`src/rtl/spt_ram.sv`:
```
`timescale 1ns / 1ps

module spt_ram #(
	parameter int WIDTH = 8,
	parameter int DEPTH = 16
) (
	input  logic                     clk,
	input  logic                     we,
	input  logic [$clog2(DEPTH)-1:0] waddr,
	input  logic [WIDTH-1:0]         wdata,
	input  logic                     re,
	input  logic [$clog2(DEPTH)-1:0] raddr,
	output logic [WIDTH-1:0]         rdata
);

	logic [WIDTH-1:0] mem_q [DEPTH];

	// one write port, one registered read port
	always_ff @(posedge clk) begin
		if (we) begin
			mem_q[waddr] <= wdata;
		end
		if (re) begin
			rdata <= mem_q[raddr];
		end
	end

endmodule

```
`config.mk`:
```
export PLATFORM = sky130hd
export DESIGN_NAME = spt_ram
export DESIGN_NICKNAME = d
export VERILOG_FILES = /design/src/rtl/spt_ram.sv
export SDC_FILE = /design/constraint.sdc
export NUM_CORES = 1
export LEC_CHECK = 0
export BUFFER_PORTS_ARGS = -buffer_cell sky130_fd_sc_hd__clkbuf_2
export CAP_MARGIN = 20
export CORE_MARGIN = 2
export CORE_UTILIZATION = 60
export DETAILED_ROUTE_END_ITERATION = 7
export PLACE_DENSITY = 0.77
export SLEW_MARGIN = 20
export SYNTH_ARGS = -nofsm -noshare
export SYNTH_HDL_FRONTEND = slang
export SYNTH_SLANG_ARGS = --single-unit
```
`constraint.sdc`:
```
create_clock -name clk -period 2 [get_ports clk]
set_input_delay 0.3 -clock clk [delete_from_list [all_inputs] [get_ports clk]]
set_output_delay 0.3 -clock clk [all_outputs]
set_load 0.02 [all_outputs]
```
[Word level (Yosys, flattened, before mapping)]
Memories as Yosys holds them, arrays and structs flattened. A register that Yosys moved wholly into a read port is not among the register bits.
Index checks and enable logic that the tools add are counted.
Word-level totals
  bits in registers: 0
  bits in writable memories: 128
  input bits: 19
  output and inout port bits: 8
  word-level logic and storage cells: 3
  memories kept: 1
Memories
  mem_q: depth 16, bits a word 8, rd ports 1, clocked after Yosys merged registers in 1, write ports 1, RTL line 16  | logic [WIDTH-1:0] mem_q [DEPTH];
Cells by class
  muxes and demuxes: 2
Operator list (count)
  1-bit 2-to-1 mux: 2

[Logic depth before layout (Yosys ltp)]
  depth after elaboration: 2
  gate-level depth with buffers: 5
  gate-level depth less buffers: 3

[Worst setup path before layout]
OpenSTA, ideal clock, no wires.
  kind: input -> register
  start point: in waddr[2]
  end point: mem mem_q[0][0] (enable)
  setup time: 0.383 ns
  arrival: 1.410 ns
  data required time: 1.617 ns
  path slack: 0.207 ns
  stages on the path: 2
  path buffers: 0
  path through: or3b_2 > nor3_1
RTL lines
  start: declaration: RTL line 9  | input logic [$clog2(DEPTH)-1:0] waddr,
  end: declaration: RTL line 16
No word-level cell before the write port.

==> run_results.csv <==
group,metric,value,unit
placed_design,port_buffers,26,
die,die_h,97.3,microns
global_route,grt_usage,0.237,
setup_path,regToRegSetupSlack,0.46,ns
placed_design,dp_cells,379,
setup_path,crit_family,"multiplexers",
placed_design,gp_congestion,0.782,
die,row_count,34,
cts,clk_latency,0.52,ns
power_and_ir_drop,ir_drop,0.794,mV
cells_and_area,final_common_cell,"edfxtp_1",
power_and_ir_drop,net-switching-power,1.31,mW
setup_path,critPathMaxStageDelay,0.52,ns
flow_run,drv_cap,0,
timing,min_period,1.54,ns
yosys,yosysUniqueCellTypes,18,
cells_and_area,finish.instance_area,0.00628,sq mm
cells_and_area,final_cells,411,
timing,rsz0062_at_grt,"no",
cts,clkTransAtPathRegs,0.06,ns
yosys,yosysSeqAreaShare,0.781,
worst_hold_path,holdCritStartpoint,"re",
yosys,synthArstFlopShare,0,
timing,slew_violations,0,
setup_path,endpoint_kind,"register",
die,dieArea,0.00948,sq mm
global_route,grt_pass1_wl,15800,microns
yosys,synth_area,0.00523,sq mm
setup_path,startpoint_type,"register",
drt,route.detailed.drc,0,
global_route,grt_max_degree,21,
global_route,antenna_found_initial,0,
yosys,ys_warn_count,0,
power_and_ir_drop,clkPwrFrac,0.486,
yosys,synth_ff_type,"edfxtp_1",
power_and_ir_drop,finalPower,6.91,mW
power_and_ir_drop,power.leakage,2.17,nW
run_status,status,"finished clean",
setup_path,slowest_stage,"mux4_1",
yosys,synth_seq_cells,136,
cts,htreeDepth,4,
drt,drt_first_iter_violations,304,
cells_and_area,nNetsFinal,309,
setup_path,critPathKind,"register to register",
die,chipWidth,97.3,microns
timing,slew_headroom,0.683,
setup_path,arrival,1.81,ns
timing,max_slew.worst_pin.slew,0.474,ns
setup_path,path_buf_inv,0,
cts,cts_buffers,17,
yosys,synth-edff-count,136,
drt,ant_nets,0,
timing,finalSetupTns,0,ns
power_and_ir_drop,combPwrFrac,0.047,
drt,dr_total_vias,2597,
yosys,synth_area_per_cell,22.8,sq um
drt,wl,10200,microns
cells_and_area,syn2layout_area_growth,20.2,%
yosys,synthesis.nets,248,
timing,fin_worst_skew,0.00510,ns
setup_path,r2r-start,"mem_q[1][2]",
setup_path,crit_path_end,"rdata[2]",
setup_path,critPathMaxFanout,1,
setup_path,critPathLaunch,"mem_q[1][2]",
cts,cts_resized,0,
setup_path,crit_chain,"mux4_1 > a22oi_1 > nand2_1",
placed_design,dpl_cell_area,0.00564,sq mm
cells_and_area,antennaDiodeCount,0,
power_and_ir_drop,p_seq_frac,0.467,
power_and_ir_drop,p_int,5.60,mW
die,io_pins,27,
setup_path,cp.depth,3,
cts,cts-hold-fix-buffers,0,
timing,hold_viol_final,0,
global_route,grt-ovfl-total,0,
drt,wire_per_inst,24.9,microns
cells_and_area,layout_common_cells,"136 x edfxtp_1, 26 x clkbuf_2, 23 x buf_4, 18 x mux4_2",
drt,drt_pass1_iterations,5,
timing,max_freq,649,MHz
worst_hold_path,min_path_type,"primary input to register",
setup_path,required,2.26,ns
die,start_util,0.608,
setup_path,r2r-end,"rdata[2]",
cts,cts_max_path_buffers,2,
power_and_ir_drop,switching_share,0.190,
setup_path,reg2reg_depth,3,
placed_design,dp_hpwl,6210,microns
cts,cts_root_buf,"clkbuf_8",
cts,cts_setup_buffers,0,
cells_and_area,drive_gt1_frac,0.327,
cts,tritoncts,"built",
power_and_ir_drop,p_per_area,1100,mW/mm^2
timing,period_share,0.770,
drt,vias_per_cell,6.32,
timing,finalSetupViolations,0,
cts,cts_sinks,136,
global_route,grt_pass1_vias,2693,
die,coreArea,0.00859,sq mm
yosys,syn_inst,229,
area by class of cell:
class / count / area [sq um]
Clock buffer: 17 / 414
Clock inverter: 15 / 231
Fill cell: 491 / 2310
Multi-Input combinational cell: 83 / 1060
Sequential cell: 136 / 4080
Tap cell: 108 / 135
Timing Repair Buffer: 52 / 363
stage by stage:
stage          utilization  setup slack (ns)  hold WS [ns]
6_report             0.731             0.459         0.190
5_1_grt              0.731             0.411         0.166
4_1_cts              0.731             0.468         0.182
3_5_place_dp         0.656            0.0178         0.719
3_3_place_gp         0.656            0.0314         0.700
2_1_floorplan            -             0.207         0.399
worst min-delay path by stage:
stage                        endpoint  depth (start not counted)
after floorplan           mem_q[0][0]                          0
after global placement    mem_q[6][6]                          1
after detailed placement     rdata[0]                          1
after CTS                    rdata[0]                          1
after global routing         rdata[0]                          1
final                        rdata[7]                          1
logic make-up after synthesis:
family,Yosys count,share of synthesized area
muxes,32,0.148
buffers and inverters,10,0.0165
and+or+nand+nor,35,0.0314
DFF,136,0.781
AOI/OAI and AO/OA,16,0.0230
layer usage:
metal / GRT usage / share of wire
met5: 0 / 0
met4: 0.0908 / 0.020
met3: 0.0647 / 0.077
met2: 0.369 / 0.50
met1: 0.330 / 0.40
state kept, by name (all words and copies together) (netlist names):
register	count
rdata	8
mem_q	128
cell usage after synthesis, types with 2 or more instances:
| cell | count | area share |
|---|---|---|
| edfxtp_1 | 136 | 0.78 |
| mux4_1 | 14 | 0.070 |
| nand3b_1 | 2 | 0.0029 |
| clkdlybuf4s25_2 | 3 | 0.0057 |
| nor3_1 | 4 | 0.0038 |
| nand2_1 | 9 | 0.0065 |
| nand2b_1 | 2 | 0.0024 |
| nor2_1 | 13 | 0.0093 |
| buf_2 | 3 | 0.0029 |
| a22oi_1 | 16 | 0.023 |
| buf_6 | 3 | 0.0065 |
| mux4_2 | 18 | 0.078 |
power groups by stage:
| stage | sequential (mW) | combinational [mW] | clock (mW) |
|---|---|---|---|
| 5_1_grt | 3.23 | 0.346 | 3.54 |
| 3_3_place_gp | 3.28 | 0.308 | 0 |
| 4_1_cts | 3.23 | 0.326 | 3.39 |
| 2_1_floorplan | 3.30 | 0.162 | 0 |
| 3_5_place_dp | 3.29 | 0.318 | 0 |
| 6_report | 3.23 | 0.323 | 3.36 |
Power figures use the tool's default switching activity.
