File: src/rtl/spt_pkg.sv
`timescale 1ns / 1ps

package spt_pkg;

	// fixed port widths
	localparam int OP_W      = 2;
	localparam int IN_FACE_W = 16;
	localparam int TGT_W     = 10;
	localparam int RES_IDX_W = 10;
	localparam int RES_TOT_W = 11;
	localparam int FAULT_W   = 2;

	typedef enum logic [OP_W-1:0] {
		OP_MERGE  = 2'd0,
		OP_FINISH = 2'd1,
		OP_LOOKUP = 2'd2,
		OP_SET    = 2'd3
	} op_t;

	typedef enum logic [FAULT_W-1:0] {
		FAULT_NONE  = 2'd0,
		FAULT_ORDER = 2'd1,
		FAULT_FULL  = 2'd2
	} fault_t;

	typedef enum logic [1:0] {
		ST_IDLE,
		ST_MRG_CMP,
		ST_LK_CMP,
		ST_RES
	} state_t;

	// one result word
	typedef struct packed {
		logic                 found;
		logic [RES_IDX_W-1:0] index;
		logic                 mark;
		logic [RES_TOT_W-1:0] total;
		fault_t               fault;
	} res_t;

endpackage

File: src/rtl/spt_out_stage.sv
`timescale 1ns / 1ps

module spt_out_stage
	import spt_pkg::*;
(
	input  logic clk,
	input  logic arst_n,
	input  logic res_valid,
	input  res_t res,
	output logic res_ready,
	output logic result_valid,
	input  logic result_stall,
	output res_t word
);

	logic valid_q;
	res_t word_q;

	// slot is free when empty or being drained this cycle
	assign res_ready    = !valid_q || !result_stall;
	assign result_valid = valid_q;
	assign word         = word_q;

	always_ff @(posedge clk or negedge arst_n) begin
		if (!arst_n) begin
			valid_q <= 1'b0;
		end else if (res_ready) begin
			valid_q <= res_valid;
		end
	end

	always_ff @(posedge clk) begin
		if (res_valid && res_ready) begin
			word_q <= res;
		end
	end

	a_load_shows: assert property (@(posedge clk) disable iff (!arst_n)
		res_valid && res_ready |=> result_valid)
		else $error("result word not presented after load");

endmodule

File: config.mk
export PLATFORM = sky130hd
export DESIGN_NAME = spt_out_stage
export DESIGN_NICKNAME = d
export VERILOG_FILES = /design/src/rtl/spt_pkg.sv /design/src/rtl/spt_out_stage.sv
export SDC_FILE = /design/constraint.sdc
export NUM_CORES = 1
export LEC_CHECK = 0
export BUFFER_PORTS_ARGS = -buffer_cell sky130_fd_sc_hd__buf_2
export CAP_MARGIN = 20
export CORE_MARGIN = 1.5
export CORE_UTILIZATION = 35
export CTS_BUF_LIST = sky130_fd_sc_hd__clkbuf_2 sky130_fd_sc_hd__clkbuf_4 sky130_fd_sc_hd__clkbuf_8
export CTS_CLUSTER_DIAMETER = 100
export DETAILED_ROUTE_END_ITERATION = 10
export PLACE_DENSITY = 0.73
export RECOVER_POWER = 25
export SLEW_MARGIN = 10
export SYNTH_ARGS = -nofsm -noshare
export SYNTH_HDL_FRONTEND = slang
export SYNTH_SLANG_ARGS = --single-unit
File: constraint.sdc
create_clock -name clk -period 1.5 [get_ports clk]
set_input_delay 0.15 -clock clk [delete_from_list [all_inputs] [get_ports clk]]
set_output_delay 0.15 -clock clk [all_outputs]
set_load 0.05 [all_outputs]
; ---- After elaboration in Yosys (flattened, before gate mapping)
; Index checks and enable logic that the tools add are counted.
[totals]
word_cells = 10
memories = 0
latch_bits = 0
ram_bits = 0
romBits = 0
inputBits = 29
output_inout_bits = 27
register_bits = 26
[classes]
mul = 0
addsub = 0
div_mod_pow = 0
muxes = 0
reduce_logical = 4
n_lt_le_gt_ge = 0
eq_ne = 0
n_bitwise = 0
shifts = 0
[ops]
columns = operator, count
row1 = $logic_not A1 Y1, 2
row2 = $logic_and A1 B1 Y1, 1
row3 = $logic_or A1 B1 Y1, 1

; ---- Longest topological paths before layout
[depth]
depth_word = 3
mapped_depth = 1
ltp_nobuf = 1

; ---- Worst setup path before layout
; Ideal clock, no wire load.
[synth_path]
kind = register to register
from = register valid_q, in the netlist result_valid
to = register word_q, in the netlist word[0], enable pin
t_required_ps = 1110
setup_ps = 390
setup_slack_ps = -285
t_arrival_ps = 1395
stages_incl_launch_ff = 2
period_less_slack_ps = 1785
path_buffers = 0
path_cell_list = dfrtp_1 > a21boi_2
[synth_between]
elab_chain_len = 3
[synth_rtl]
columns = element, line
row1 = "start, declared", spt_out_stage.sv:16  ; logic valid_q;
row2 = "start signal, assigned", spt_out_stage.sv:28  ; valid_q <= res_valid;
row3 = $logic_not A1 Y1, spt_out_stage.sv:20  ; assign res_ready = !valid_q || !result_stall;
row4 = $logic_or A1 B1 Y1, spt_out_stage.sv:20
row5 = $logic_and A1 B1 Y1, spt_out_stage.sv:33  ; if (res_valid && res_ready) begin
row6 = "end signal, assigned", spt_out_stage.sv:34  ; word_q <= res;
row7 = "end, declared", spt_out_stage.sv:17  ; res_t word_q;
; Every way passes these cells.
; A chain may end at the register's enable or synchronous reset.

; ---- Final worst setup path
[layout_path]
from = register valid_q, in the netlist result_valid
to = output port res_ready
[layout_between]
elab_chain_len = 2
[layout_rtl]
columns = element, line
row1 = $logic_not A1 Y1, spt_out_stage.sv:20
row2 = $logic_or A1 B1 Y1, spt_out_stage.sv:20
row3 = "end, declared", spt_out_stage.sv:10  ; output logic res_ready,
; Every way passes these cells.

==> impl_metrics.prom <==
# TYPE chip_impl_metric gauge
chip_impl_metric{name="post_cts_setup_driven_buffer_insertion_count",unit=""} 0
chip_impl_metric{name="syn-instance-count",unit=""} 29
chip_impl_info{name="critPathCaptureType",value="primary output"} 1
chip_impl_metric{name="grt_antenna_before_repair",unit=""} 0
chip_impl_metric{name="power.switching",unit="mW"} 0.382
chip_impl_metric{name="yosysWarnings",unit=""} 0
chip_impl_metric{name="multi_input_comb_area",unit="um^2"} 30.0
chip_impl_metric{name="synthesis.area_per_instance",unit="um^2"} 27.5
chip_impl_metric{name="setup_viol",unit=""} 0
chip_impl_metric{name="design_area",unit="mm^2"} 0.00132
chip_impl_metric{name="worstHoldPathCells",unit=""} 1
chip_impl_info{name="yosys-top-cells-area",value="sky130_fd_sc_hd__edfxtp_1 (94%), sky130_fd_sc_hd__dfrtp_1 (3.1%), sky130_fd_sc_hd__a21boi_2 (1.4%)"} 1
chip_impl_metric{name="cts_repair_resize_count",unit=""} 0
chip_impl_metric{name="initial_core_util",unit="%"} 36.4
chip_impl_metric{name="fp.dieArea",unit="mm^2"} 0.00258
chip_impl_metric{name="ys_seq_area_share",unit="%"} 97.2
chip_impl_metric{name="internal-power",unit="mW"} 1.08
chip_impl_metric{name="synth_compound_area_share",unit="%"} 2.35
chip_impl_metric{name="max-vdd-ir-drop",unit="mV"} 0.508
chip_impl_metric{name="postSynthNetCount",unit=""} 58
chip_impl_metric{name="worst_path_required_time",unit="ns"} 1.35
chip_impl_metric{name="largest_net_degree_at_the_start_of_global_routing",unit=""} 26
chip_impl_metric{name="min_period_over_period",unit="%"} 82.5
chip_impl_metric{name="vias_per_cell",unit=""} 4.20
chip_impl_metric{name="power.share.clock",unit="%"} 22.6
chip_impl_metric{name="totalNegativeSetupSlack",unit="ns"} 0
chip_impl_metric{name="routed-via-count",unit=""} 554
chip_impl_metric{name="n_antenna_cell",unit=""} 0
chip_impl_metric{name="fmaxAchievable",unit="MHz"} 808
chip_impl_metric{name="xor_xnor_share_of_the_synthesized_area",unit="%"} 0
chip_impl_metric{name="netlist.area_leader.share",unit="%"} 94.0
chip_impl_info{name="cp-start-kind",value="flop"} 1
chip_impl_metric{name="drtPass1Iterations",unit=""} 2
chip_impl_metric{name="die_height",unit="um"} 50.8
chip_impl_metric{name="post_synth_fa_ha_maj_area_fraction",unit="%"} 0
chip_impl_metric{name="groute.usage.overall",unit="%"} 11.1
chip_impl_metric{name="ys_async_sr_fraction",unit="%"} 3.85
chip_impl_metric{name="synthesis.area",unit="um^2"} 798
chip_impl_info{name="hold-path-endpoint",value="word[5]"} 1
chip_impl_info{name="cts_tree",value="yes"} 1
chip_impl_metric{name="globalRoute.totalOverflow",unit=""} 0
chip_impl_metric{name="worst_path_arrival_time",unit="ns"} 1.09
chip_impl_metric{name="clock_sink_count",unit=""} 26
chip_impl_info{name="critical_path_class",value="flop to primary output"} 1
chip_impl_metric{name="post_synthesis_mux_area_share",unit="%"} 0
chip_impl_metric{name="post_drt_wl_per_cell",unit="um"} 12.7
chip_impl_metric{name="placementRows",unit=""} 17
chip_impl_metric{name="area_delta_synth_final",unit="%"} 65.8
chip_impl_info{name="rsz_0062_raised_after_global_routing",value="no"} 1
chip_impl_metric{name="number_of_nets_with_antenna_violations_after_detailed_routing",unit=""} 0
chip_impl_metric{name="comb_power_share",unit="%"} 19.0
chip_impl_metric{name="simple_gate_fraction_of_synth_area",unit="%"} 0.470
chip_impl_metric{name="finClkSkew",unit="ns"} 0.00912
chip_impl_metric{name="switching_share",unit="%"} 26.2
chip_impl_metric{name="grt_first_pass_wirelength",unit="mm"} 2.00
chip_impl_metric{name="period_minus_slack",unit="ns"} 1.24
chip_impl_metric{name="gp_congestion",unit=""} 0.661
chip_impl_metric{name="clock_tree.buffer_depth",unit=""} 2
chip_impl_info{name="synth_top_area_cell",value="sky130_fd_sc_hd__edfxtp_1"} 1
chip_impl_metric{name="seqCellArea",unit="um^2"} 777
chip_impl_info{name="outcome",value="completed"} 1
chip_impl_info{name="root_buffer",value="sky130_fd_sc_hd__clkbuf_4"} 1
chip_impl_metric{name="p_leak",unit="nW"} 0.573
chip_impl_metric{name="timing_hold_violations_final",unit=""} 0
chip_impl_metric{name="clk-insertion-delay-late",unit="ns"} 0.31
chip_impl_metric{name="drc",unit=""} 0
chip_impl_metric{name="dp_cells",unit=""} 113
chip_impl_metric{name="cts.reportedPaths.clkPinSlew",unit="ns"} 0.13
chip_impl_metric{name="fin_total_pwr",unit="mW"} 1.46
chip_impl_metric{name="power.density_cell_area",unit="mW/mm^2"} 1100
chip_impl_metric{name="first_global_vias",unit=""} 458
chip_impl_info{name="hold_path.startpoint",value="res[5]"} 1
chip_impl_metric{name="flip_flop_and_latch_count_after_synthesis",unit=""} 26
chip_impl_info{name="most_frequent_cell_after_synthesis",value="sky130_fd_sc_hd__edfxtp_1"} 1
chip_impl_metric{name="number_of_enable_type_register_cells_in_the_synthesized_netlist",unit=""} 25
chip_impl_info{name="synth_top_flop_cell",value="sky130_fd_sc_hd__edfxtp_1"} 1
chip_impl_info{name="min_path_type",value="input pin to flop"} 1
chip_impl_metric{name="die-width",unit="um"} 50.8
chip_impl_metric{name="worst_slew_margin_rel",unit="%"} 83.0
chip_impl_metric{name="final_standard_cell_utilization_of_the_core",unit="%"} 60.4
chip_impl_info{name="reg2reg_to",value="word[21]"} 1
chip_impl_info{name="synth_common_cells",value="sky130_fd_sc_hd__edfxtp_1 (25), sky130_fd_sc_hd__a21boi_2 (1), sky130_fd_sc_hd__a21o_1 (1), sky130_fd_sc_hd__dfrtp_1 (1), sky130_fd_sc_hd__nand2_1 (1)"} 1
chip_impl_metric{name="synth_cell_types",unit=""} 5
chip_impl_metric{name="worstMarginPinSlew",unit="ns"} 0.256
chip_impl_info{name="synth_top_family_by_area",value="compound AO/OA/AOI/OAI gates"} 1
chip_impl_metric{name="tritoncts.num_buffers",unit=""} 3
chip_impl_metric{name="fillerInstances",unit=""} 175
chip_impl_metric{name="regToRegSetupSlack",unit="ns"} 0.40
chip_impl_metric{name="max_cap_viol_count",unit=""} 0
chip_impl_metric{name="num_io_pins",unit=""} 56
chip_impl_metric{name="finalNetCount",unit=""} 134
chip_impl_metric{name="htree_num_levels",unit=""} 1
chip_impl_metric{name="final_max_slew_viol_count",unit=""} 0
chip_impl_info{name="timing.rr.start",value="result_valid"} 1
chip_impl_metric{name="fraction_of_final_layout_cells_sized_beyond_drive_strength_1",unit="%"} 59.6
chip_impl_metric{name="cp_max_fanout",unit=""} 4
chip_impl_metric{name="numPortBuffers",unit=""} 55
chip_impl_metric{name="seq_power_share",unit="%"} 58.4
chip_impl_metric{name="dr.first_iter.drc_count",unit=""} 8
chip_impl_metric{name="final_cells",unit=""} 132
chip_impl_metric{name="placement.cell_area",unit="mm^2"} 0.00114
chip_impl_metric{name="core-area",unit="mm^2"} 0.00219
chip_impl_metric{name="drt_wl_total",unit="mm"} 1.67
chip_impl_metric{name="rr_worst_depth",unit=""} 2
==> logic make-up after synthesis <==
family	Yosys count
DFF	26
and+or+nand+nor	1
AOI/OAI and AO/OA	2
==> sequential cells by signal (all words and copies together) (netlist names) <==
register      cells
word             25
result_valid      1
==> critical path, cell delays in order (launching register included) <==
cell                      delay (ns)
sky130_fd_sc_hd__dfrtp_2        0.46
sky130_fd_sc_hd__nand2_1        0.07
sky130_fd_sc_hd__buf_2          0.25
==> placed cells by master (no fill, tap or decap) <==
master	n
sky130_fd_sc_hd__buf_2	55
sky130_fd_sc_hd__buf_12	1
sky130_fd_sc_hd__dfrtp_2	1
sky130_fd_sc_hd__edfxtp_1	25
sky130_fd_sc_hd__dlygate4sd3_1	15
sky130_fd_sc_hd__clkbuf_4	3
sky130_fd_sc_hd__nand2_1	1
sky130_fd_sc_hd__a21boi_4	1
sky130_fd_sc_hd__a21o_1	1
sky130_fd_sc_hd__clkbuf_8	1
==> metal layers <==
layer,GRT usage (%),vias up,part of all wire [%]
met5,0,-,0
met3,2.68,2,4.7
met1,12.0,258,39
li1,-,266,-
met4,8.11,0,0.84
met2,18.9,28,55
==> what timing repair did <==
item,4_1_cts,5_1_grt
endpoints found under the hold margin,7,8
endpoints found under the setup margin,0,0
hold buffers,7,8
==> worst max path at each step <==
stage                       from         to  cells after the start
finish              result_valid  res_ready                      2
global route        result_valid  res_ready                      2
floorplan           result_valid    word[0]                      1
global placement    result_valid   word[23]                      2
detailed placement  result_valid    word[5]                      2
CTS                 result_valid  res_ready                      2
==> power groups by stage <==
stage | combinational, mW | clock [mW] | sequential [mW]
final | 0.277 | 0.330 | 0.854
after global routing | 0.290 | 0.369 | 0.857
after CTS | 0.261 | 0.340 | 0.854
after detailed placement | 0.246 | 0 | 0.871
after global placement | 0.243 | 0 | 0.869
after floorplan | 0.0244 | 0 | 1.01
==> metrics by stage <==
| stage | hold slack (ns) | worst slack, ns |
|---|---|---|
| 4_1_cts | 0.00210 | 0.248 |
| 3_3_place_gp | -0.0744 | 0.441 |
| 2_1_floorplan | -0.146 | 0.0549 |
| 6_report | 0.0169 | 0.262 |
| 5_1_grt | 0.000681 | 0.215 |
| 3_5_place_dp | -0.0737 | 0.426 |
==> cell type report <==
type	instances	share of cell area, %
sequential	26	58.7
clock buffer	4	2.74
tap	28	2.65
timing repair buffer	71	33.6
multi-input combinational	3	2.27
Power figures use the tool's default switching activity.
