### src/rtl/spt_pkg.sv
`timescale 1ns / 1ps

package spt_pkg;

	// fixed port widths
	localparam int OP_W      = 2;
	localparam int IN_FACE_W = 16;
	localparam int TGT_W     = 10;
	localparam int RES_IDX_W = 10;
	localparam int RES_TOT_W = 11;
	localparam int FAULT_W   = 2;

	typedef enum logic [OP_W-1:0] {
		OP_MERGE  = 2'd0,
		OP_FINISH = 2'd1,
		OP_LOOKUP = 2'd2,
		OP_SET    = 2'd3
	} op_t;

	typedef enum logic [FAULT_W-1:0] {
		FAULT_NONE  = 2'd0,
		FAULT_ORDER = 2'd1,
		FAULT_FULL  = 2'd2
	} fault_t;

	typedef enum logic [1:0] {
		ST_IDLE,
		ST_MRG_CMP,
		ST_LK_CMP,
		ST_RES
	} state_t;

	// one result word
	typedef struct packed {
		logic                 found;
		logic [RES_IDX_W-1:0] index;
		logic                 mark;
		logic [RES_TOT_W-1:0] total;
		fault_t               fault;
	} res_t;

endpackage

### src/rtl/spt_engine.sv
`timescale 1ns / 1ps

module spt_engine
	import spt_pkg::*;
#(
	parameter int MAX_PAIRS = 1024,
	parameter int FACE_BITS = 16,
	localparam int KEY_W  = 2 * FACE_BITS,
	localparam int IDX_W  = $clog2(MAX_PAIRS),
	localparam int ADDR_W = IDX_W + 1
) (
	input  logic                  clk,
	input  logic                  arst_n,
	// item side
	input  logic                  item_valid,
	output logic                  item_stall,
	input  logic [OP_W-1:0]       op,
	input  logic [IN_FACE_W-1:0]  first_face,
	input  logic [IN_FACE_W-1:0]  second_face,
	input  logic [TGT_W-1:0]      target_index,
	input  logic                  mark_value,
	// key memory
	output logic                  key_we,
	output logic [ADDR_W-1:0]     key_waddr,
	output logic [KEY_W-1:0]      key_wdata,
	input  logic [KEY_W-1:0]      key_rdata,
	// mark memory
	output logic                  mark_we,
	output logic [ADDR_W-1:0]     mark_waddr,
	output logic                  mark_wdata,
	input  logic                  mark_rdata,
	// shared read port address
	output logic                  rd_en,
	output logic [ADDR_W-1:0]     rd_addr,
	// result side
	output logic                  res_valid,
	output res_t                  res,
	input  logic                  res_ready
);

	localparam int CNT_W = $clog2(MAX_PAIRS + 1);
	localparam int CMP_W = (CNT_W > TGT_W) ? CNT_W : TGT_W;
	localparam logic [CNT_W-1:0] MAX_CNT = CNT_W'(MAX_PAIRS);

	state_t           state_q, state_d;
	logic [CNT_W-1:0] count_q, count_d;
	logic [CNT_W-1:0] old_pos_q, old_pos_d;
	logic [CNT_W-1:0] nwp_q, nwp_d;
	logic             bank_q, bank_d;
	logic             open_q, open_d;
	logic [KEY_W-1:0] prev_q, prev_d;
	logic [KEY_W-1:0] key_q, key_d;
	logic [CNT_W-1:0] lo_q, lo_d, hi_q, hi_d;
	logic [IDX_W-1:0] mid_q, mid_d;
	res_t             res_q, res_d;

	logic [KEY_W-1:0] item_key;
	logic [CNT_W-1:0] total_cur;
	logic [CNT_W-1:0] pos_inc;
	logic [CNT_W-1:0] nwp_inc;
	logic             entry_ok, ent_lt, ent_eq, mk;
	logic [CNT_W-1:0] lo_n, hi_n;
	logic [CNT_W:0]   mid_sum;
	logic [IDX_W-1:0] mid_n;

	assign item_key  = {FACE_BITS'(first_face), FACE_BITS'(second_face)};
	assign total_cur = open_q ? nwp_q : count_q;
	assign pos_inc   = old_pos_q + CNT_W'(1);
	assign nwp_inc   = nwp_q + CNT_W'(1);

	// merge scan compare against the old entry just read
	assign entry_ok = old_pos_q < count_q;
	assign ent_lt   = entry_ok && (key_rdata < key_q);
	assign ent_eq   = entry_ok && (key_rdata == key_q);
	assign mk       = ent_eq && mark_rdata;

	// binary search bounds for the next probe
	always_comb begin
		if (state_q == ST_LK_CMP) begin
			if (key_rdata < key_q) begin
				lo_n = CNT_W'(mid_q) + CNT_W'(1);
				hi_n = hi_q;
			end else begin
				lo_n = lo_q;
				hi_n = CNT_W'(mid_q);
			end
		end else begin
			lo_n = '0;
			hi_n = count_q;
		end
	end

	assign mid_sum = {1'b0, lo_n} + {1'b0, hi_n};
	assign mid_n   = mid_sum[IDX_W:1];

	assign item_stall = (state_q != ST_IDLE);
	assign res_valid  = (state_q == ST_RES);
	assign res        = res_q;

	// next state and memory control
	always_comb begin
		state_d    = state_q;
		count_d    = count_q;
		old_pos_d  = old_pos_q;
		nwp_d      = nwp_q;
		bank_d     = bank_q;
		open_d     = open_q;
		prev_d     = prev_q;
		key_d      = key_q;
		lo_d       = lo_q;
		hi_d       = hi_q;
		mid_d      = mid_q;
		res_d      = res_q;
		key_we     = 1'b0;
		key_waddr  = {~bank_q, nwp_q[IDX_W-1:0]};
		key_wdata  = key_q;
		mark_we    = 1'b0;
		mark_waddr = {~bank_q, nwp_q[IDX_W-1:0]};
		mark_wdata = mk;
		rd_en      = 1'b0;
		rd_addr    = '0;

		case (state_q)
			ST_IDLE: begin
				if (item_valid) begin
					key_d = item_key;
					case (op_t'(op))
						OP_MERGE: begin
							if (open_q && (item_key <= prev_q)) begin
								res_d = '{found: 1'b0, index: '0, mark: 1'b0,
									total: RES_TOT_W'(nwp_q), fault: FAULT_ORDER};
								state_d = ST_RES;
							end else if (open_q && (nwp_q >= MAX_CNT)) begin
								res_d = '{found: 1'b0, index: '0, mark: 1'b0,
									total: RES_TOT_W'(nwp_q), fault: FAULT_FULL};
								state_d = ST_RES;
							end else begin
								// first pair opens the pass
								open_d = 1'b1;
								if (!open_q) begin
									old_pos_d = '0;
									nwp_d     = '0;
								end
								rd_en   = 1'b1;
								rd_addr = {bank_q, open_q ? old_pos_q[IDX_W-1:0] : IDX_W'(0)};
								state_d = ST_MRG_CMP;
							end
						end
						OP_FINISH: begin
							if (open_q) begin
								count_d = nwp_q;
								bank_d  = ~bank_q;
								open_d  = 1'b0;
							end else begin
								count_d = '0;
							end
							old_pos_d = '0;
							nwp_d     = '0;
							res_d = '{found: 1'b0, index: '0, mark: 1'b0,
								total: open_q ? RES_TOT_W'(nwp_q) : RES_TOT_W'(0),
								fault: FAULT_NONE};
							state_d = ST_RES;
						end
						OP_LOOKUP: begin
							if (count_q == '0) begin
								res_d = '{found: 1'b0, index: '0, mark: 1'b0,
									total: RES_TOT_W'(total_cur), fault: FAULT_NONE};
								state_d = ST_RES;
							end else begin
								lo_d    = lo_n;
								hi_d    = hi_n;
								mid_d   = mid_n;
								rd_en   = 1'b1;
								rd_addr = {bank_q, mid_n};
								state_d = ST_LK_CMP;
							end
						end
						OP_SET: begin
							if (CMP_W'(target_index) < CMP_W'(count_q)) begin
								mark_we    = 1'b1;
								mark_waddr = {bank_q, IDX_W'(target_index)};
								mark_wdata = mark_value;
								res_d = '{found: 1'b1, index: RES_IDX_W'(target_index),
									mark: mark_value, total: RES_TOT_W'(total_cur),
									fault: FAULT_NONE};
							end else begin
								res_d = '{found: 1'b0, index: '0, mark: 1'b0,
									total: RES_TOT_W'(total_cur), fault: FAULT_NONE};
							end
							state_d = ST_RES;
						end
						default: begin
							state_d = ST_IDLE;
						end
					endcase
				end
			end

			ST_MRG_CMP: begin
				if (ent_lt && (pos_inc < count_q)) begin
					// drop the old entry, fetch the next one
					old_pos_d = pos_inc;
					rd_en     = 1'b1;
					rd_addr   = {bank_q, pos_inc[IDX_W-1:0]};
				end else begin
					if (ent_lt || ent_eq) begin
						old_pos_d = pos_inc;
					end
					key_we  = 1'b1;
					mark_we = 1'b1;
					prev_d  = key_q;
					nwp_d   = nwp_inc;
					res_d = '{found: ent_eq, index: RES_IDX_W'(nwp_q), mark: mk,
						total: RES_TOT_W'(nwp_inc), fault: FAULT_NONE};
					state_d = ST_RES;
				end
			end

			ST_LK_CMP: begin
				if (key_rdata == key_q) begin
					res_d = '{found: 1'b1, index: RES_IDX_W'(mid_q), mark: mark_rdata,
						total: RES_TOT_W'(total_cur), fault: FAULT_NONE};
					state_d = ST_RES;
				end else if (lo_n < hi_n) begin
					lo_d    = lo_n;
					hi_d    = hi_n;
					mid_d   = mid_n;
					rd_en   = 1'b1;
					rd_addr = {bank_q, mid_n};
				end else begin
					res_d = '{found: 1'b0, index: '0, mark: 1'b0,
						total: RES_TOT_W'(total_cur), fault: FAULT_NONE};
					state_d = ST_RES;
				end
			end

			ST_RES: begin
				if (res_ready) begin
					state_d = ST_IDLE;
				end
			end

			default: begin
				state_d = ST_IDLE;
			end
		endcase
	end

	// control state
	always_ff @(posedge clk or negedge arst_n) begin
		if (!arst_n) begin
			state_q   <= ST_IDLE;
			count_q   <= '0;
			old_pos_q <= '0;
			nwp_q     <= '0;
			bank_q    <= 1'b0;
			open_q    <= 1'b0;
			prev_q    <= '0;
		end else begin
			state_q   <= state_d;
			count_q   <= count_d;
			old_pos_q <= old_pos_d;
			nwp_q     <= nwp_d;
			bank_q    <= bank_d;
			open_q    <= open_d;
			prev_q    <= prev_d;
		end
	end

	// item payload and search registers
	always_ff @(posedge clk) begin
		key_q <= key_d;
		lo_q  <= lo_d;
		hi_q  <= hi_d;
		mid_q <= mid_d;
		res_q <= res_d;
	end

	a_pos_in_table: assert property (@(posedge clk) disable iff (!arst_n)
		old_pos_q <= count_q)
		else $error("old read position past committed entries");

	a_new_in_range: assert property (@(posedge clk) disable iff (!arst_n)
		nwp_q <= MAX_CNT)
		else $error("new list longer than table");

	a_spare_bank: assert property (@(posedge clk) disable iff (!arst_n)
		key_we |-> (key_waddr[IDX_W] == !bank_q))
		else $error("merge write into committed bank");

	a_search_bounds: assert property (@(posedge clk) disable iff (!arst_n)
		state_q == ST_LK_CMP |-> (lo_q < hi_q) && (CNT_W'(mid_q) < hi_q))
		else $error("lookup probe outside search window");

endmodule

### config.mk
export PLATFORM = sky130hd
export DESIGN_NAME = spt_engine
export DESIGN_NICKNAME = d
export VERILOG_FILES = /design/src/rtl/spt_pkg.sv /design/src/rtl/spt_engine.sv
export SDC_FILE = /design/constraint.sdc
export NUM_CORES = 1
export LEC_CHECK = 0
export BUFFER_PORTS_ARGS = -buffer_cell sky130_fd_sc_hd__clkbuf_2
export CAP_MARGIN = 40
export CORE_ASPECT_RATIO = 1.5
export CORE_MARGIN = 10
export CORE_UTILIZATION = 52
export CTS_CLUSTER_DIAMETER = 150
export DETAILED_ROUTE_END_ITERATION = 16
export GPL_ROUTABILITY_DRIVEN = 0
export MAX_ROUTING_LAYER = met4
export PLACE_DENSITY = 0.89
export SYNTH_ARGS = -nofsm -noshare
export SYNTH_HDL_FRONTEND = slang
export SYNTH_SLANG_ARGS = --single-unit
export TNS_END_PERCENT = 50
### constraint.sdc
create_clock -name clk -period 7.6 [get_ports clk]
set_input_delay 1.52 -clock clk [delete_from_list [all_inputs] [get_ports clk]]
set_output_delay 1.52 -clock clk [all_outputs]
set_load 0.005 [all_outputs]
# After elaboration in Yosys (flattened, before gate mapping)
# Cells that the tools add are included.
# totals
word_cells	173
inputBits	82
register_bits	158
out_inout_bits	96
# op_classes
n_reduce_logical	26
add_sub_neg	4
eq_ne	24
bitwise	2
mux	94
magnitude_cmp	7
# ops
operator	count
$mux 11	37
$mux 25	8
$pmux 11 s2	7
$pmux 25 s4	1
$pmux 25 s3	1
$mux 10	6
$lt 11x11->1	3
$pmux 11 s3	1
$eq 32x32->1	1
$le 32x32->1	1
$lt 32x32->1	1
$add 11x1->11 const B	2
$pmux 10 s2	1
$mux 1	19
$ne 3x3->1 const B	6
$reduce_and 6->1	3
$mux 2	7
$ne 2x2->1 const B	6
$add 10x1->11 const B	1
$add 11x11->11	1
$ge 11x11->1 const B	1
$logic_not 11->1	1
$lt 10x11->1	1
$eq 2x2->1 const B	4
20 further kinds	37

# Logic depth before layout (Yosys ltp)
# logic_depth
ltp_word	8
depth_mapped	22
ltp_nobuf	20

# Worst setup path after synthesis
# No wires, ideal clock.
# synth_path
path_kind	input -> register
from	in key_rdata[7]
to	reg res_q, in the netlist res[0], enable pin
n_path_buf	3
arrival_time_ns	9.040
t_required_ns	7.057
path_slack_ns	-1.984
setup_ns	0.543
cell_stages	17
path_cell_list	ha_1 -> a21oi_1 -> o21a_1 -> nor3_1 -> o41a_2 -> nor2_4 -> clkbuf_1 -> nor2_1 -> a211oi_1 -> ha_1 -> clkbuf_1 -> nor4_1 -> nand3b_1 -> o2111a_1 -> o311a_1 -> clkbuf_1 -> a2111oi_0
# synth_between
elab_chain_len	6
word_cells_on_any_way	12
cone_classes	order compare: 2; eq/ne: 3; mux: 4; reduce/logical: 3
# synth_rtl
item	line_no	text
start: declaration	spt_engine.sv:26	input logic [KEY_W-1:0] key_rdata,
$lt 32x32->1	spt_engine.sv:73, spt_engine.sv:80	
$mux 11	spt_engine.sv:80	if (key_rdata < key_q) begin
$mux 11	spt_engine.sv:79	if (state_q == ST_LK_CMP) begin
$lt 11x11->1	spt_engine.sv:224	end else if (lo_n < hi_n) begin
$ne 3x3->1 (no line)	--	
$reduce_and 6->1 (no line) (*)	--	
end signal: assignment	spt_engine.sv:276	res_q <= res_d;
end: declaration	spt_engine.sv:55	res_t res_q, res_d;
# Every way passes the cells marked *; elsewhere a longest branch is shown, timed or not.
# A chain may end at the register's enable or synchronous reset.

# Final worst setup path
# layout_path
from	in key_rdata[7]
to	out rd_addr[9]
# layout_between
elab_chain_len	8
word_cells_on_any_way	17
cone_classes	add/sub: 1; order compare: 2; eq/ne: 1; mux: 11; reduce/logical: 2
# layout_rtl
item	line_no	text
$lt 32x32->1	spt_engine.sv:73, spt_engine.sv:80	
$mux 11	spt_engine.sv:80	
$mux 11	spt_engine.sv:79	
$add 11x11->11	spt_engine.sv:93	assign mid_sum = {1'b0, lo_n} + {1'b0, hi_n};
$mux 11	spt_engine.sv:165	if (count_q == '0) begin
$pmux 11 s2	spt_engine.sv:127	case (op_t'(op))
$mux 11	spt_engine.sv:125	if (item_valid) begin
$pmux 11 s3 (*)	spt_engine.sv:123	case (state_q)
end: declaration	spt_engine.sv:34	output logic [ADDR_W-1:0] rd_addr,
# Marks and branches as above.

==> results.md <==
* Outcome: finished clean
* Ports at between 150 and 200
* GR peak layer: met2
* Dpl ws at ~0.20 ns
* Global routing usage on met3 at approximately 4.4%
* Yosys top cell by area: edfxtp_1
* CTS Buf Count at 17
* Final Skew at approximately 0.017 ns
* Hold_sp: prev_q[10]$_DFFE_PN0P_
* Synth Net Count at around 1.4k
* Psw at ~2.2 mW
* Layout cells sized above 1 at 19.69%
* Hold WC Path Type: reg2reg
* Sw Share at approximately 45%
* CTS Sinks at 158
* Final hold violation count at 0
* 1st-pass router iterations at 6
* Most frequent cell after synthesis: nand2_1
* Internal at 2.704 mW
* Drt total wl at 33.75 mm
* Top post-synthesis cells by count: nand2_1, inv_1, ha_1
* Post-synthesis sequential area ratio at about two fifths
* Clk_lat worst skew at 0.44 ns
* Met2 track demand over resource at between 40% and 50%
* Yosys reg bits at between 150 and 200
* R2r startpoint: key_wdata[7]$_DFFE_PP_
* CTS tree: yes
* Crit path launch type: input pin
* Simple-gate portion of the synthesized area at 13.31%
* Gr ovfl total at 0
* Mux cell area share after synthesis at 2.282%
* Synth warnings at 0
* Max Freq at around 130 MHz
* Fin crit period at 7.471 ns
* Mapped Cells at approximately 1.2k
* Synthesized area at 10910 sq um
* HPWL Detailed at around 26 mm
* Iter 0 DRT Violations at ~1.1k
* # nets final at about 1.5k
* Largest family of logic cells by synthesized area: compound AO/OA/AOI/OAI gates
* Yosys top cell area share at roughly a quarter
* Critical path data arrival time at just under 6 ns
* Core area at ~20000 sq um
* Synth Area in XOR/XNOR at 2.408%
* Met1 GRT Util at a little over a quarter
* Kind of critical path: in2out
* DR WL/cell at about 21 microns
* Worst-margin pin slew at about 0.95 ns
* CP endpoint kind: output port
* Adder-Cell Fraction of Synth Area at 13.85%
* Initial antenna violation count at 0
* Largest net degree at the start of global routing at 61
* Sequential Power Share at 32.8%
* Max Buffers Root-to-Sink at 2
* Setup WS post-layout at 0.1288 ns
* Leakage at 5.818 nW
* Crit. Startpoint: key_rdata[7]
* Starting Density at ~53%
* Dominant cells by area after synthesis: edfxtp_1, dfrtp_1, ha_1, o21ai_0, nand2_1
* Die height at just under 200 microns
* Synth Area in Compound Gates at approximately a fifth
* Post-DR vias/cell at between 6 and 7
* Gate power share at 49.3%
* Antenna cells at 0
* Post-synth EDFFs at 89
* RSZ-0062 raised after global routing: true
* IO Port Bufs at around 180
* Syn_area_per_cell at approximately 9.2 sq um
* Site Rows at 64
* H-tree Lvls at 4
* Area grow syn2layout at 15.71%
* CTS root buffer: clkbuf_16
* First-pass GRT wire length at ~53 mm
* Gr usage total at approximately a quarter
* Max-slew violations at 0
* ANT nets after route at 0
* Maximum VDD drop at ~0.24 mV
* Routed vias at 10.06k
* Worst-path clk slew at around 0.070 ns
* Max Cap Viol at 0
* FFs w/ async S/R, synth at 43.67%
* Final core utilization at around three fifths
* Vias in the first global route at 10.11k
* Power density over the cells at 388.1 nW/um^2
* Dominant synthesized flop cell: edfxtp_1
* Final Setup Violations at 0
* Die area at 27300 sq um
* CP Data Required Time at 6.08 ns
* Netlist cell types at between 70 and 80
* Clock share of power at 17.9%
* Post-route DRC at 0
* Slew HR at a little over a third
* Die width at roughly 140 microns
* CP max FO at 9
* Tcrit/Tclk final at 98.31%
[critical path, cell delays in order]
cell,delay [ns]
clkbuf_2,0.09
ha_1,0.29
a21oi_1,0.19
o21a_1,0.15
nor3_1,0.08
o41a_2,0.64
nor2_4,0.27
nor2_1,0.07
a211oi_1,0.39
ha_1,0.22
inv_1,0.06
o41ai_4,0.39
a2111oi_1,0.13
or3_1,0.39
o311a_1,0.38
or3_1,0.37
a31o_1,0.23
clkbuf_2,0.11
[what timing repair did]
action | CTS | global route
hold buffers | 0 | 0
setup endpoints to repair | 0 | 5
gates resized for setup | 0 | 1
setup buffers | 0 | 0
[stage by stage]
stage	instance area [sq um]	TNS, ns	total power, mW	instances	hold WS, ns
5_1_grt	12630	-0.01204	5.202	1605	0.5128
6_report	12630	0	4.901	1605	0.4834
2_1_floorplan	10920	0	3.142	1181	0.4498
3_3_place_gp	11980	0	3.845	1571	0.4634
4_1_cts	12620	0	4.849	1605	0.4869
3_5_place_dp	12020	0	3.958	1573	0.4728
[placed cells by master (no fill, tap or decap), types with 4 or more instances in the layout]
master,n
clkbuf_2,176
nand2_1,128
inv_1,126
ha_1,120
o21ai_0,103
edfxtp_1,89
a21oi_1,72
dfrtp_1,69
nor2_1,66
nand3_1,48
a21o_1,27
xnor2_1,22
clkbuf_16,18
buf_4,17
and3_1,15
mux2_2,15
a211oi_1,13
a31oi_1,11
o31ai_1,11
o41ai_1,11
nand4_1,10
a22o_1,10
a221oi_1,8
nor3_1,8
mux2i_1,8
xor2_1,8
a22oi_1,8
o21a_1,7
a21boi_0,7
o211ai_1,6
o21ai_1,5
nor2b_1,5
and2_1,5
o21bai_1,5
nand2b_1,4
o22ai_1,4
o2bb2ai_1,4
clkinv_4,4
[layer usage]
| layer | wire length (microns) | up-vias |
|---|---|---|
| met4 | 1885 | 0 |
| li1 | - | 4547 |
| met3 | 2629 | 133 |
| met2 | 17020 | 584 |
| met5 | 0 | - |
| met1 | 12210 | 4792 |
[final cells by class]
cell class | count | area [sq um]
Timing Repair Buffer | 195 | 1041
Sequential cell | 158 | 4399
Inverter | 126 | 473.0
Tap cell | 264 | 330.3
Clock buffer | 21 | 481.7
Multi-Input combinational cell | 830 | 5781
Clock inverter | 11 | 121.4
Fill cell | 1641 | 7873
[sequential cells by signal (all words and copies together) (netlist names)]
name	cells
count_q	11
lo_q	11
open_q	1
state_q	2
key_wdata	32
nwp_q	11
bank_q	1
res	25
prev_q	32
hi_q	11
old_pos_q	11
mid_q	10
[path summary, 6_finish.rpt]
kind                                     endpoint  slack (ns)  cells past startpoint
setup / recovery                       rd_addr[9]        0.13                     18
hold / removal             prev_q[10]$_DFFE_PN0P_        0.48                      2
setup reg to reg                res[12]$_DFFE_PP_        2.29                     19
hold reg to reg            prev_q[10]$_DFFE_PN0P_        0.48                      2
max in group asynchronous    nwp_q[0]$_DFFE_PN0P_        6.01                      3
min in group asynchronous  prev_q[22]$_DFFE_PN0P_        1.01                      2
[power by group through the flow]
| stage | clock network (mW) | registers (mW) | logic (mW) |
|---|---|---|---|
| after floorplan | 0 | 1.50 | 1.64 |
| after global placement | 0 | 1.59 | 2.26 |
| after detailed placement | 0 | 1.61 | 2.35 |
| after CTS | 0.878 | 1.59 | 2.38 |
| after global routing | 0.913 | 1.63 | 2.66 |
| final | 0.877 | 1.61 | 2.42 |
[cells by family (layout without fill, tap and decap cells)]
| kind of cell | Yosys count | in the layout |
|---|---|---|
| compound gates | 345 | 345 |
| flops | 158 | 158 |
| fa+ha+maj | 121 | 121 |
| xor+xnor | 30 | 30 |
| simple gates | 311 | 311 |
| buf+inv | 193 | 353 |
| mux | 23 | 23 |
No activity file was read; power rests on OpenSTA's default activity.
